$ cat src/rtl/rau_pkg.sv
package rau_pkg;

  localparam int OpW = 3;
  localparam int StatusW = 2;

  typedef enum logic [OpW-1:0] {
    OP_ADD = 3'd0,
    OP_SUB = 3'd1,
    OP_MUL = 3'd2,
    OP_DIV = 3'd3,
    OP_CMP = 3'd4
  } op_t;

  typedef enum logic [StatusW-1:0] {
    ST_OK       = 2'd0,
    ST_DIV_ZERO = 2'd1,
    ST_ZERO_DEN = 2'd2,
    ST_OVERFLOW = 2'd3
  } status_t;

  typedef enum logic [2:0] {
    S_IDLE,
    S_PREP,
    S_DIV,
    S_GCD,
    S_DONE,
    S_OUT
  } state_t;

  // Commands from the controller to the datapath.
  typedef struct packed {
    logic load;
    logic prep;
    logic div_start;
    logic div_step;
    logic gcd_step;
    logic finish;
  } rau_cmd_t;

  // Status from the datapath back to the controller.
  typedef struct packed {
    logic trivial;
    logic gcd_done;
  } rau_stat_t;

endpackage

$ cat src/rtl/rau_if.sv
interface rau_in_if #(parameter int MAG_WIDTH = 16);
  logic                 valid;
  logic                 ready;
  logic [2:0]           operation;
  logic                 a_negative;
  logic [MAG_WIDTH-1:0] a_magnitude;
  logic [MAG_WIDTH-1:0] a_divisor;
  logic                 b_negative;
  logic [MAG_WIDTH-1:0] b_magnitude;
  logic [MAG_WIDTH-1:0] b_divisor;

  modport source (output valid, operation, a_negative, a_magnitude, a_divisor,
                  b_negative, b_magnitude, b_divisor, input ready);
  modport sink (input valid, operation, a_negative, a_magnitude, a_divisor,
                b_negative, b_magnitude, b_divisor, output ready);
endinterface

interface rau_out_if #(parameter int MAG_WIDTH = 16);
  logic                 valid;
  logic                 ready;
  logic                 res_negative;
  logic [MAG_WIDTH-1:0] res_magnitude;
  logic [MAG_WIDTH-1:0] res_divisor;
  logic                 less_flag;
  logic                 equal_flag;
  logic                 greater_flag;
  logic [1:0]           status;

  modport source (output valid, res_negative, res_magnitude, res_divisor,
                  less_flag, equal_flag, greater_flag, status, input ready);
  modport sink (input valid, res_negative, res_magnitude, res_divisor,
                less_flag, equal_flag, greater_flag, status, output ready);
endinterface

$ cat src/rtl/rau_ctrl.sv
module rau_ctrl import rau_pkg::*; (
  input  logic      clk,
  input  logic      rst_n,
  input  logic      in_valid,
  output logic      in_ready,
  output logic      out_valid,
  input  logic      out_ready,
  input  rau_stat_t stat,
  output rau_cmd_t  cmd
);

  state_t state_r, state_nxt;

  always_ff @(posedge clk) begin
    if (!rst_n) begin
      state_r <= S_IDLE;
    end else begin
      state_r <= state_nxt;
    end
  end

  always_comb begin
    state_nxt = state_r;
    cmd       = '0;
    in_ready  = 1'b0;
    out_valid = 1'b0;
    unique case (state_r)
      S_IDLE: begin
        in_ready = 1'b1;
        if (in_valid) begin
          cmd.load  = 1'b1;
          state_nxt = S_PREP;
        end
      end
      S_PREP: begin
        cmd.prep = 1'b1;
        state_nxt = S_DIV;
      end
      S_DIV: begin
        if (stat.trivial) begin
          state_nxt = S_DONE;
        end else begin
          cmd.div_start = 1'b1;
          state_nxt = S_GCD;
        end
      end
      S_GCD: begin
        // Shared divider first yields numerator mod den, then GCD steps, then
        // numerator / gcd and den / gcd; the datapath sequences the phases.
        cmd.div_step = 1'b1;
        cmd.gcd_step = 1'b1;
        if (stat.gcd_done) begin
          state_nxt = S_DONE;
        end
      end
      S_DONE: begin
        cmd.finish = 1'b1;
        state_nxt = S_OUT;
      end
      S_OUT: begin
        out_valid = 1'b1;
        if (out_ready) begin
          in_ready = 1'b1;
          if (in_valid) begin
            cmd.load  = 1'b1;
            state_nxt = S_PREP;
          end else begin
            state_nxt = S_IDLE;
          end
        end
      end
      default: state_nxt = S_IDLE;
    endcase
  end

endmodule

$ cat src/rtl/rau_dp.sv
module rau_dp import rau_pkg::*; #(
  parameter int MAG_WIDTH = 16
) (
  input  logic                 clk,
  input  rau_cmd_t             cmd,
  output rau_stat_t            stat,
  input  logic [2:0]           operation,
  input  logic                 a_negative,
  input  logic [MAG_WIDTH-1:0] a_magnitude,
  input  logic [MAG_WIDTH-1:0] a_divisor,
  input  logic                 b_negative,
  input  logic [MAG_WIDTH-1:0] b_magnitude,
  input  logic [MAG_WIDTH-1:0] b_divisor,
  output logic                 res_negative,
  output logic [MAG_WIDTH-1:0] res_magnitude,
  output logic [MAG_WIDTH-1:0] res_divisor,
  output logic                 less_flag,
  output logic                 equal_flag,
  output logic                 greater_flag,
  output logic [1:0]           status
);

  localparam int PW = 2 * MAG_WIDTH;   // product width
  localparam int NW = PW + 1;          // numerator width, sum carry included
  localparam int CW = $clog2(NW + 1);

  // Divider phases: numerator mod den, Euclid decision, Euclid division pass,
  // numerator / gcd, den / gcd, finished.
  typedef enum logic [2:0] {PH_MOD, PH_GCD, PH_EUC, PH_QUO, PH_DEN, PH_END} phase_t;

  logic [2:0]           op_r;
  logic                 sa_r, sb_r;
  logic [MAG_WIDTH-1:0] ad_r, bm_r, bd_r;
  logic [PW-1:0]        x_r, y_r, p_r, den_r;
  logic [NW-1:0]        num_r;
  logic                 neg_r;
  logic [1:0]           pre_st_r;
  logic                 lt_r, eq_r, gt_r;
  // Divider and GCD state.
  phase_t               ph_r;
  logic [CW-1:0]        cnt_r;
  logic [NW-1:0]        dq_r;      // dividend shifting out / quotient shifting in
  logic [PW-1:0]        rem_r;
  logic [PW-1:0]        dsr_r;     // divisor
  logic [PW-1:0]        gx_r, gy_r;
  logic [PW-1:0]        dden_r;    // den / g result
  logic [NW-1:0]        qnum_r;    // numerator / g result
  // Registered result.
  logic                 res_neg_r;
  logic [MAG_WIDTH-1:0] res_mag_r, res_div_r;
  logic                 lt_out_r, eq_out_r, gt_out_r;
  logic [1:0]           st_out_r;

  // Operand decode, taken by the prep command.
  logic                 sy, na, nb, mag_lt;
  logic                 lt_nxt, eq_nxt, gt_nxt, neg_nxt;
  logic [1:0]           pre_st_nxt;
  logic [NW-1:0]        num_nxt;
  logic [PW-1:0]        den_nxt;
  // Result formatting, taken by the finish command.
  logic                 fin_neg;
  logic [MAG_WIDTH-1:0] fin_mag, fin_div;
  logic [1:0]           fin_st;

  logic [PW:0]          rem_sh;
  logic                 sub_ok;
  logic [PW:0]          rem_sub;
  logic                 div_last;
  logic [NW-1:0]        quo_nxt;

  assign rem_sh   = {rem_r, dq_r[NW-1]};
  assign sub_ok   = rem_sh >= {1'b0, dsr_r};
  assign rem_sub  = sub_ok ? rem_sh - {1'b0, dsr_r} : rem_sh;
  assign quo_nxt  = {dq_r[NW-2:0], sub_ok};
  assign div_last = (cnt_r == CW'(NW - 1));
  assign stat.trivial  = (pre_st_r != ST_OK) || (op_r >= OP_CMP) || (num_r == '0);
  assign stat.gcd_done = (ph_r == PH_END);

  always_comb begin
    sy         = (op_r == OP_SUB) ? !sb_r : sb_r;
    na         = sa_r && (x_r != '0);
    nb         = sb_r && (y_r != '0);
    mag_lt     = x_r < y_r;
    lt_nxt     = 1'b0;
    eq_nxt     = 1'b0;
    gt_nxt     = 1'b0;
    pre_st_nxt = ST_OK;
    num_nxt    = '0;
    neg_nxt    = 1'b0;
    den_nxt    = den_r;
    // Unused operation codes skip even the zero denominator check.
    if (op_r <= OP_CMP && (ad_r == '0 || bd_r == '0)) begin
      pre_st_nxt = ST_ZERO_DEN;
    end else if (op_r == OP_CMP) begin
      if (na != nb) begin
        lt_nxt = na;
        gt_nxt = !na;
      end else if (x_r == y_r) begin
        eq_nxt = 1'b1;
      end else begin
        lt_nxt = na ? !mag_lt : mag_lt;
        gt_nxt = na ? mag_lt : !mag_lt;
      end
    end else if (op_r == OP_ADD || op_r == OP_SUB) begin
      if (sa_r == sy) begin
        num_nxt = {1'b0, x_r} + {1'b0, y_r};
        neg_nxt = sa_r;
      end else if (!mag_lt) begin
        num_nxt = {1'b0, x_r - y_r};
        neg_nxt = sa_r;
      end else begin
        num_nxt = {1'b0, y_r - x_r};
        neg_nxt = sy;
      end
    end else if (op_r == OP_MUL) begin
      num_nxt = {1'b0, p_r};
      neg_nxt = sa_r != sb_r;
    end else if (op_r == OP_DIV) begin
      if (bm_r == '0) begin
        pre_st_nxt = ST_DIV_ZERO;
      end else begin
        num_nxt = {1'b0, x_r};
        den_nxt = PW'(ad_r) * PW'(bm_r);
        neg_nxt = sa_r != sb_r;
      end
    end
  end

  always_comb begin
    fin_neg = 1'b0;
    fin_mag = '0;
    fin_div = MAG_WIDTH'(1);
    fin_st  = pre_st_r;
    if (!stat.trivial) begin
      if (qnum_r[NW-1:MAG_WIDTH] != '0 || dden_r[PW-1:MAG_WIDTH] != '0) begin
        fin_st = ST_OVERFLOW;
      end else begin
        fin_neg = neg_r;
        fin_mag = qnum_r[MAG_WIDTH-1:0];
        fin_div = dden_r[MAG_WIDTH-1:0];
      end
    end
  end

  always_ff @(posedge clk) begin
    if (cmd.load) begin
      op_r <= operation;
      sa_r <= a_negative;  sb_r <= b_negative;
      ad_r <= a_divisor;
      bm_r <= b_magnitude; bd_r <= b_divisor;
      x_r  <= PW'(a_magnitude) * PW'(b_divisor);
      y_r  <= PW'(b_magnitude) * PW'(a_divisor);
      p_r  <= PW'(a_magnitude) * PW'(b_magnitude);
      den_r <= PW'(a_divisor) * PW'(b_divisor);
    end else if (cmd.prep) begin
      lt_r     <= lt_nxt;
      eq_r     <= eq_nxt;
      gt_r     <= gt_nxt;
      pre_st_r <= pre_st_nxt;
      num_r    <= num_nxt;
      neg_r    <= neg_nxt;
      den_r    <= den_nxt;
    end
    if (cmd.div_start) begin
      ph_r  <= PH_MOD;
      cnt_r <= '0;
      dq_r  <= num_r;
      rem_r <= '0;
      dsr_r <= den_r;
    end else if (cmd.gcd_step && ph_r == PH_GCD) begin
      // Euclid: a zero remainder leaves the GCD in gx, else divide gx by gy.
      cnt_r <= '0;
      rem_r <= '0;
      if (gy_r == '0) begin
        dsr_r <= gx_r;
        dq_r  <= num_r;
        ph_r  <= PH_QUO;
      end else begin
        dsr_r <= gy_r;
        dq_r  <= {1'b0, gx_r};
        ph_r  <= PH_EUC;
      end
    end else if (cmd.div_step && ph_r != PH_END) begin
      if (!div_last) begin
        // One restoring-division bit per cycle.
        rem_r <= rem_sub[PW-1:0];
        dq_r  <= quo_nxt;
        cnt_r <= cnt_r + CW'(1);
      end else begin
        cnt_r <= '0;
        unique case (ph_r)
          PH_MOD, PH_EUC: begin
            gx_r <= (ph_r == PH_MOD) ? den_r : gy_r;
            gy_r <= rem_sub[PW-1:0];
            ph_r <= PH_GCD;
          end
          PH_QUO: begin
            // Quotient of numerator ready; now divide den by g.
            qnum_r <= quo_nxt;
            dq_r   <= {1'b0, den_r};
            rem_r  <= '0;
            ph_r   <= PH_DEN;
          end
          default: begin
            dden_r <= quo_nxt[PW-1:0];
            ph_r   <= PH_END;
          end
        endcase
      end
    end
    if (cmd.finish) begin
      res_neg_r <= fin_neg;
      res_mag_r <= fin_mag;
      res_div_r <= fin_div;
      lt_out_r  <= lt_r;
      eq_out_r  <= eq_r;
      gt_out_r  <= gt_r;
      st_out_r  <= fin_st;
    end
  end

  assign res_negative  = res_neg_r;
  assign res_magnitude = res_mag_r;
  assign res_divisor   = res_div_r;
  assign less_flag     = lt_out_r;
  assign equal_flag    = eq_out_r;
  assign greater_flag  = gt_out_r;
  assign status        = st_out_r;

endmodule

$ cat src/rtl/rational_arithmetic_unit.sv
// Rational arithmetic unit.
// Input channel (in_*): one transaction carries an operation code and two
// sign-magnitude fractions. Output channel (out_*): one transaction per input,
// carrying the reduced fraction, compare flags and a status code.
// Add, subtract, multiply and divide form a full-width numerator and
// denominator, then reduce them by the Euclidean GCD. Every Euclid remainder
// and both divisions by the GCD run on one shared restoring divider that takes
// one bit per cycle over the 2*MAG_WIDTH+1 bit numerator.
// Compare, error cases and zero results bypass the divider and the GCD steps.
// One item is in flight at a time; in_ready is high when idle or when the
// finished result is taken in the same cycle.
// The result is held stable while out_ready is low; no new item is taken
// until it has been delivered.
// Reset (rst_n low, synchronous) returns the controller to idle and drops any
// item in progress.
module rational_arithmetic_unit import rau_pkg::*; #(
  parameter int MAG_WIDTH = 16
) (
  input  logic clk,
  input  logic rst_n,
  rau_in_if.sink    in_ch,
  rau_out_if.source out_ch
);

  rau_cmd_t  cmd;
  rau_stat_t stat;

  rau_ctrl u_ctrl (
    .clk       (clk),
    .rst_n     (rst_n),
    .in_valid  (in_ch.valid),
    .in_ready  (in_ch.ready),
    .out_valid (out_ch.valid),
    .out_ready (out_ch.ready),
    .stat      (stat),
    .cmd       (cmd)
  );

  rau_dp #(.MAG_WIDTH(MAG_WIDTH)) u_dp (
    .clk           (clk),
    .cmd           (cmd),
    .stat          (stat),
    .operation     (in_ch.operation),
    .a_negative    (in_ch.a_negative),
    .a_magnitude   (in_ch.a_magnitude),
    .a_divisor     (in_ch.a_divisor),
    .b_negative    (in_ch.b_negative),
    .b_magnitude   (in_ch.b_magnitude),
    .b_divisor     (in_ch.b_divisor),
    .res_negative  (out_ch.res_negative),
    .res_magnitude (out_ch.res_magnitude),
    .res_divisor   (out_ch.res_divisor),
    .less_flag     (out_ch.less_flag),
    .equal_flag    (out_ch.equal_flag),
    .greater_flag  (out_ch.greater_flag),
    .status        (out_ch.status)
  );

endmodule

$ cat src/flat_wrapper.sv
// flat-port wrapper written by rule: the top's interface ports become plain ports
module rational_arithmetic_unit_flat import rau_pkg::*;
#(
  parameter int MAG_WIDTH = 16
)
  (clk, rst_n, in_ch_valid, in_ch_operation, in_ch_a_negative, in_ch_a_magnitude, in_ch_a_divisor, in_ch_b_negative, in_ch_b_magnitude, in_ch_b_divisor, in_ch_ready, out_ch_valid, out_ch_res_negative, out_ch_res_magnitude, out_ch_res_divisor, out_ch_less_flag, out_ch_equal_flag, out_ch_greater_flag, out_ch_status, out_ch_ready);
  rau_in_if #(.MAG_WIDTH(MAG_WIDTH)) in_ch_i ();
  rau_out_if #(.MAG_WIDTH(MAG_WIDTH)) out_ch_i ();
  input  logic clk;
  input  logic rst_n;
  input wire logic [$bits(in_ch_i.valid)-1:0] in_ch_valid;
  input wire logic [$bits(in_ch_i.operation)-1:0] in_ch_operation;
  input wire logic [$bits(in_ch_i.a_negative)-1:0] in_ch_a_negative;
  input wire logic [$bits(in_ch_i.a_magnitude)-1:0] in_ch_a_magnitude;
  input wire logic [$bits(in_ch_i.a_divisor)-1:0] in_ch_a_divisor;
  input wire logic [$bits(in_ch_i.b_negative)-1:0] in_ch_b_negative;
  input wire logic [$bits(in_ch_i.b_magnitude)-1:0] in_ch_b_magnitude;
  input wire logic [$bits(in_ch_i.b_divisor)-1:0] in_ch_b_divisor;
  output wire logic [$bits(in_ch_i.ready)-1:0] in_ch_ready;
  output wire logic [$bits(out_ch_i.valid)-1:0] out_ch_valid;
  output wire logic [$bits(out_ch_i.res_negative)-1:0] out_ch_res_negative;
  output wire logic [$bits(out_ch_i.res_magnitude)-1:0] out_ch_res_magnitude;
  output wire logic [$bits(out_ch_i.res_divisor)-1:0] out_ch_res_divisor;
  output wire logic [$bits(out_ch_i.less_flag)-1:0] out_ch_less_flag;
  output wire logic [$bits(out_ch_i.equal_flag)-1:0] out_ch_equal_flag;
  output wire logic [$bits(out_ch_i.greater_flag)-1:0] out_ch_greater_flag;
  output wire logic [$bits(out_ch_i.status)-1:0] out_ch_status;
  input wire logic [$bits(out_ch_i.ready)-1:0] out_ch_ready;
  assign in_ch_i.valid = in_ch_valid;
  assign in_ch_i.operation = in_ch_operation;
  assign in_ch_i.a_negative = in_ch_a_negative;
  assign in_ch_i.a_magnitude = in_ch_a_magnitude;
  assign in_ch_i.a_divisor = in_ch_a_divisor;
  assign in_ch_i.b_negative = in_ch_b_negative;
  assign in_ch_i.b_magnitude = in_ch_b_magnitude;
  assign in_ch_i.b_divisor = in_ch_b_divisor;
  assign in_ch_ready = in_ch_i.ready;
  assign out_ch_valid = out_ch_i.valid;
  assign out_ch_res_negative = out_ch_i.res_negative;
  assign out_ch_res_magnitude = out_ch_i.res_magnitude;
  assign out_ch_res_divisor = out_ch_i.res_divisor;
  assign out_ch_less_flag = out_ch_i.less_flag;
  assign out_ch_equal_flag = out_ch_i.equal_flag;
  assign out_ch_greater_flag = out_ch_i.greater_flag;
  assign out_ch_status = out_ch_i.status;
  assign out_ch_i.ready = out_ch_ready;
  rational_arithmetic_unit #(.MAG_WIDTH(MAG_WIDTH)) u_core (.clk(clk), .rst_n(rst_n), .in_ch(in_ch_i), .out_ch(out_ch_i));
endmodule
$ cat config.mk
export PLATFORM = sky130hd
export DESIGN_NAME = rational_arithmetic_unit_flat
export DESIGN_NICKNAME = d
export VERILOG_FILES = /design/src/rtl/rau_pkg.sv /design/src/rtl/rau_if.sv /design/src/rtl/rau_ctrl.sv /design/src/rtl/rau_dp.sv /design/src/rtl/rational_arithmetic_unit.sv /design/src/flat_wrapper.sv
export SDC_FILE = /design/constraint.sdc
export NUM_CORES = 2
export LEC_CHECK = 0
export BUFFER_PORTS_ARGS = -buffer_cell sky130_fd_sc_hd__clkbuf_2
export CAP_MARGIN = 30
export CORE_ASPECT_RATIO = 0.7
export CORE_MARGIN = 2
export CORE_UTILIZATION = 45
export DETAILED_ROUTE_END_ITERATION = 8
export HOLD_SLACK_MARGIN = 0.02
export PLACE_DENSITY = 0.59
export SYNTH_ARGS = -nofsm -noshare
export SYNTH_HDL_FRONTEND = slang
export SYNTH_SLANG_ARGS = --single-unit
$ cat constraint.sdc
create_clock -name clk -period 17.9 [get_ports clk]
set_input_delay 1.79 -clock clk [delete_from_list [all_inputs] [get_ports clk]]
set_output_delay 1.79 -clock clk [all_outputs]
set_load 0.01 [all_outputs]
* After elaboration in Yosys (flattened, before gate mapping)
Cells that the tools add are included.
Word-level totals: register bits 496, input bits 73, output and inout port bits 40, logic and storage cells 199
Operators by class: add/subtract/negate cells 5, $mul 5, order comparisons 4, equal/unequal tests 29, multiplexer cells 67, bitwise operators 6, reduce and logical (&&, ||, !) cells 49
Operators with widths (count):
- $mux W32 | 19
- $mux W33 | 8
- $mul A16 B16 Y32 | 5
- $sub A32 B32 Y32 | 3
- $reduce_bool A32 Y1 | 2
- $logic_not A16 Y1 | 3
- $add A32 B32 Y33 | 1
- $ge A33 B32 Y1 | 1
- $logic_not A33 Y1 | 1
- $eq A32 B32 Y1 | 1
- $logic_not A32 Y1 | 1
- $lt A32 B32 Y1 | 1
- $mux W1 | 25
- $mux W3 | 7
- $eq A3 B2 Y1 const B | 6
- $pmux W3 S6 | 1
- $reduce_bool A17 Y1 | 1
- $reduce_bool A16 Y1 | 1
- $reduce_and A5 Y1 | 3
- $ne A2 B1 Y1 const B | 7
- $eq A3 B3 Y1 const B | 4
- $reduce_bool A2 Y1 | 6
- $reduce_or A2 Y1 | 5
- $eq A3 B1 Y1 const B | 3
- 24 further kinds | 50

* Logic depth before layout (Yosys ltp)
word-level depth 9, depth in mapped cells 26, gate-level depth less buffers 24

* Cells and area by module
Synthesis repeated with hierarchy kept, for this count alone.
Unflattened totals: cells, all modules 7235, area, all modules 68111.6 µm²
Modules (own cells, without submodules):
- rau_dp | times used 1, cells an instance 7200, area an instance 67820.0 µm², sequential area each 14393.8 µm²
- rau_ctrl | times used 1, cells an instance 35, area an instance 291.5 µm², sequential area each 60.1 µm²

* Least setup slack after synthesis
OpenSTA, ideal clock, no wires.
kind reg-to-reg, start register u_core.u_dp.cnt_r[0], end register u_core.u_dp.gx_r[0], enable pin, setup time 644 ps, data arrival time 7401 ps, required time 17256 ps, setup slack 9855 ps, stages on the path, launching flop included 8, buffers on the path 2, period minus slack after synthesis 8045 ps, path through dfxtp_1 -> inv_1 -> ha_1 -> nor4b_1 -> nand2_1 -> buf_1 -> clkbuf_1 -> nor4_1
On the way: longest elaborated chain between the ends 2
Ends and longest elaborated chain:
- from (decl) | RTL line rau_dp.sv:41 | logic [CW-1:0] cnt_r;
- from (signal assigned) | RTL line rau_dp.sv:188 | cnt_r <= cnt_r + CW'(1);
- $eq A6 B6 Y1 | RTL line rau_dp.sv:75 | assign div_last = (cnt_r == CW'(NW - 1));
- $reduce_and A5 Y1 (no source line)
- to (signal assigned) | RTL line rau_dp.sv:193 | gx_r <= (ph_r == PH_MOD) ? den_r : gy_r;
- to (decl) | RTL line rau_dp.sv:45 | logic [PW-1:0] gx_r, gy_r;
No other way between the ends. A chain may end at the register's enable or synchronous reset.

* Worst setup path in the final report
start input port in_ch_b_divisor[4], end register u_core.u_dp.x_r[30] (data pin)
On the way: longest elaborated chain between the ends 1
Ends and longest elaborated chain:
- from (decl) | RTL line flat_wrapper.sv:18 | input wire logic [$bits(in_ch_i.b_divisor)-1:0] in_ch_b_divisor;
- $mul A16 B16 Y32 | RTL line rau_dp.sv:151 | x_r <= PW'(a_magnitude) * PW'(b_divisor);
- to (signal assigned) | RTL line rau_dp.sv:151
- to (decl) | RTL line rau_dp.sv:34 | logic [PW-1:0] x_r, y_r, p_r, den_r;
No other way between the ends.

==> metrics.yaml <==
outcome:
  status: "complete, no violations"
clock_network:
  cts_resized: 0
  insertion_delay_ns: 0.66
  clock-sinks: 496
  cts_tree: "built"
  clkSlewWorstSetupHoldPaths_ns: 0.06
  cts_made_buffers: 52
  htreeDepth: 2
  clock_path_buffers: 3
  cts_setup_buffers: 0
  cts_root_buffer: "clkbuf_16"
  hold_buffers: 0
worst_setup_path:
  worstSetupPathType: "in2reg"
  startpoint_type: "primary input"
  endpoint: "u_core.u_dp.x_r[30]$_DFFE_PP_"
  path_common_cell: "fa_1"
  cp_max_fo: 33
  arrival_ns: 8.60
  crit_required_ns: 18.29
  r2r-start: "u_core.u_dp.ad_r[8]$_DFFE_PP_"
  critPathMaxStageDelay_ns: 0.53
  reg2reg_slack_ns: 10.36
  startpoint: "in_ch_b_divisor[4]"
  endpoint_kind: "register"
  cp_cell_sequence: "clkbuf_2, and2_1, fa_1, inv_1, fa_1, fa_1, inv_1, fa_1, fa_1, inv_1, fa_1, inv_1, ha_1, and4_1, nand3_1, nor3b_1, o21ai_0, a31oi_1, a41o_1, nor4_1, o41ai_1, a31oi_1, xnor2_1"
  cpMaxStageDelayCell: "clkbuf_2"
  r2r-end: "u_core.u_dp.den_r[26]$_DFFE_PP_"
  reg2reg_depth: 21
synthesis:
  syn_nets: 8910
  ys_seq_elements: 496
  synth.distinct_cells: 91
  netlist_area_um2: 68200
  synthTopCellsByCount: "inv_1 (1268), fa_1 (974), nand2_1 (877)"
  synth_top_area_share_pct: 28.6
  synthCells: 7214
  synth_most_common_cell: "inv_1"
  synth_area_leader_cell: "fa_1"
  ys.flop_type: "edfxtp_1"
  ys_warn_count: 0
  ys_async_sr_fraction_pct: 0
  synth_edf_count: 452
  ys_seq_area_share_pct: 21.2
  synthTopCellsByArea: "fa_1 (29%), edfxtp_1 (20%), ha_1 (12%), inv_1 (7.0%), and2_1 (5.9%)"
  synth.avg_cell_area_um2: 9.45
timing:
  fin_hold_ws_ns: 0.432
  setup_viol: 0
  hold_viol_final: 0
  fin_setup_tns_ns: 0
  fin_skew_ns: 0.0288
  setup_slack_ns: 9.69
  period_share_pct: 45.9
  fmax_mhz: 122
  rsz0062_at_grt: "false"
  max-slew-margin-rel_pct: 32.5
  drv_slew: 0
  fin_crit_ns: 8.21
  tightest_slew_ns: 1.01
floorplan:
  core_area_um2: 150000
  die_w_um: 469
  rows: 119
  io_pins: 113
  die_area_um2: 155000
  start_util_pct: 45.3
  die_y_um: 330
detailed_routing:
  drc_errors: 0
  drt-total-wl_um: 209000
  ant_nets: 0
  wl_per_cell_um: 22.8
  num_vias: 51600
  via_per_inst: 5.63
  first_pass_iters: 6
  dr.first_iter.drc_count: 5014
global_routing:
  antenna_found_initial: 6
  grt_max_degree: 74
  track_usage_pct: 27.3
  grt-ovfl-total: 0
  grt_pass1_vias: 52400
  grt_pass1_wl_um: 324000
hold_path:
  hp-class: "reg2reg"
placed_design:
  portBuffers: 112
  gp_congestion: 0.967
  post-place-ws_ns: 9.06
  post-dp-hpwl_um: 157000
  dp.cells: 9054
layout:
  area_delta_synth_final_pct: 6.11
  n_fill_cell: 14200
  fin_nets: 8811
  top_regs: "u_core.u_dp.dq_r (33), u_core.u_dp.num_r (33), u_core.u_dp.qnum_r (33)"
  final_cell_count_no_fill: 9159
  drive_gt1_share_pct: 5.80
job:
  maxCapViolCount: 0
per-stage QoR:
stage	util (%)	instance area, um2
floorplan	-	68200
global placement	46.9	70600
detailed placement	46.9	70600
CTS	48.1	72300
global route	48.1	72400
finish	48.1	72400
cell families (layout without fill, tap and decap cells):
logic type               count (synthesis)  count (layout)  synth area share (%)
AND/OR/NAND/NOR                       2142            2142                  15.5
multiplexers                           103             103                  1.68
XOR/XNOR                               189             189                  2.43
buffers and inverters                 1623            1568                  9.00
other                                    0               4                     0
flip-flops                             496             496                  21.2
adder cells (fa/ha/maj)               1623            1623                  40.5
AO/OA/AOI/OAI                         1038            1038                  9.74
layout by cell type (no fill, tap or decap), types with 25 or more instances in the layout:
| master | synthesis | layout |
|---|---|---|
| a21o_1 | 93 | 93 |
| xor2_1 | 59 | 58 |
| o21a_1 | 27 | 27 |
| inv_1 | 1268 | 1266 |
| buf_4 | 4 | 80 |
| nor2_1 | 230 | 227 |
| a22oi_1 | 36 | 36 |
| mux2_2 | 87 | 87 |
| nor4_1 | 63 | 62 |
| xnor2_1 | 130 | 129 |
| edfxtp_1 | 452 | 452 |
| a21oi_1 | 319 | 318 |
| clkbuf_16 | 0 | 52 |
| clkbuf_2 | 0 | 112 |
| and2_1 | 642 | 641 |
| ha_1 | 649 | 649 |
| a211oi_1 | 26 | 26 |
| fa_1 | 974 | 974 |
| nor2b_1 | 48 | 46 |
| o21bai_1 | 60 | 60 |
| nand2_1 | 877 | 877 |
| a31oi_1 | 28 | 28 |
| dfxtp_1 | 44 | 44 |
| o21ai_0 | 166 | 164 |
| nor3_1 | 59 | 58 |
| o22ai_1 | 61 | 61 |
| nand3_1 | 71 | 71 |
| o211ai_1 | 25 | 25 |
| nand4_1 | 42 | 42 |
metal layers:
metal | wire length (um) | vias up | global-route usage (%)
li1 | - | 23100 | -
met1 | 99500 | 26200 | 41.9
met2 | 85400 | 2116 | 39.5
met3 | 20800 | 223 | 6.22
met4 | 3640 | 0 | 4.97
met5 | 0 | - | 0
final cells by class:
| class | instances | area [um2] | area share [%] |
|---|---|---|---|
| Antenna cell | 4 | 10.0 | 0.0138 |
| Tap cell | 1996 | 2500 | 3.45 |
| Clock buffer | 61 | 1370 | 1.89 |
| Multi-Input combinational cell | 5095 | 47700 | 65.9 |
| Clock inverter | 37 | 343 | 0.474 |
| Inverter | 1273 | 4780 | 6.61 |
| Sequential cell | 496 | 14500 | 20.0 |
| Timing Repair Buffer | 197 | 1230 | 1.70 |
worst min-delay path by stage:
stage,startpoint,endpoint,slack (ns),cells after the start
global route,u_core.u_dp.eq_r$_SDFFCE_PP0P_,u_core.u_dp.equal_flag$_DFFE_PP_,0.44,0
detailed placement,u_core.u_dp.gt_r$_SDFFCE_PP0P_,u_core.u_dp.greater_flag$_DFFE_PP_,0.41,0
floorplan,u_core.u_dp.eq_r$_SDFFCE_PP0P_,u_core.u_dp.equal_flag$_DFFE_PP_,0.40,0
CTS,u_core.u_dp.eq_r$_SDFFCE_PP0P_,u_core.u_dp.equal_flag$_DFFE_PP_,0.43,0
global placement,u_core.u_dp.lt_r$_SDFFCE_PP0P_,u_core.u_dp.less_flag$_DFFE_PP_,0.40,0
finish,u_core.u_dp.eq_r$_SDFFCE_PP0P_,u_core.u_dp.equal_flag$_DFFE_PP_,0.43,0
critical path: cells and delay by family:
kind	cells	cell delay, ns
fa+ha+maj	7	3.34
compound gates	5	1.41
simple gates	5	1.14
buf+inv	5	0.72
xor+xnor	1	0.15
Power is not shown: default switching activity piles up to over one toggle a cycle in this logic, so the estimate is an artifact.
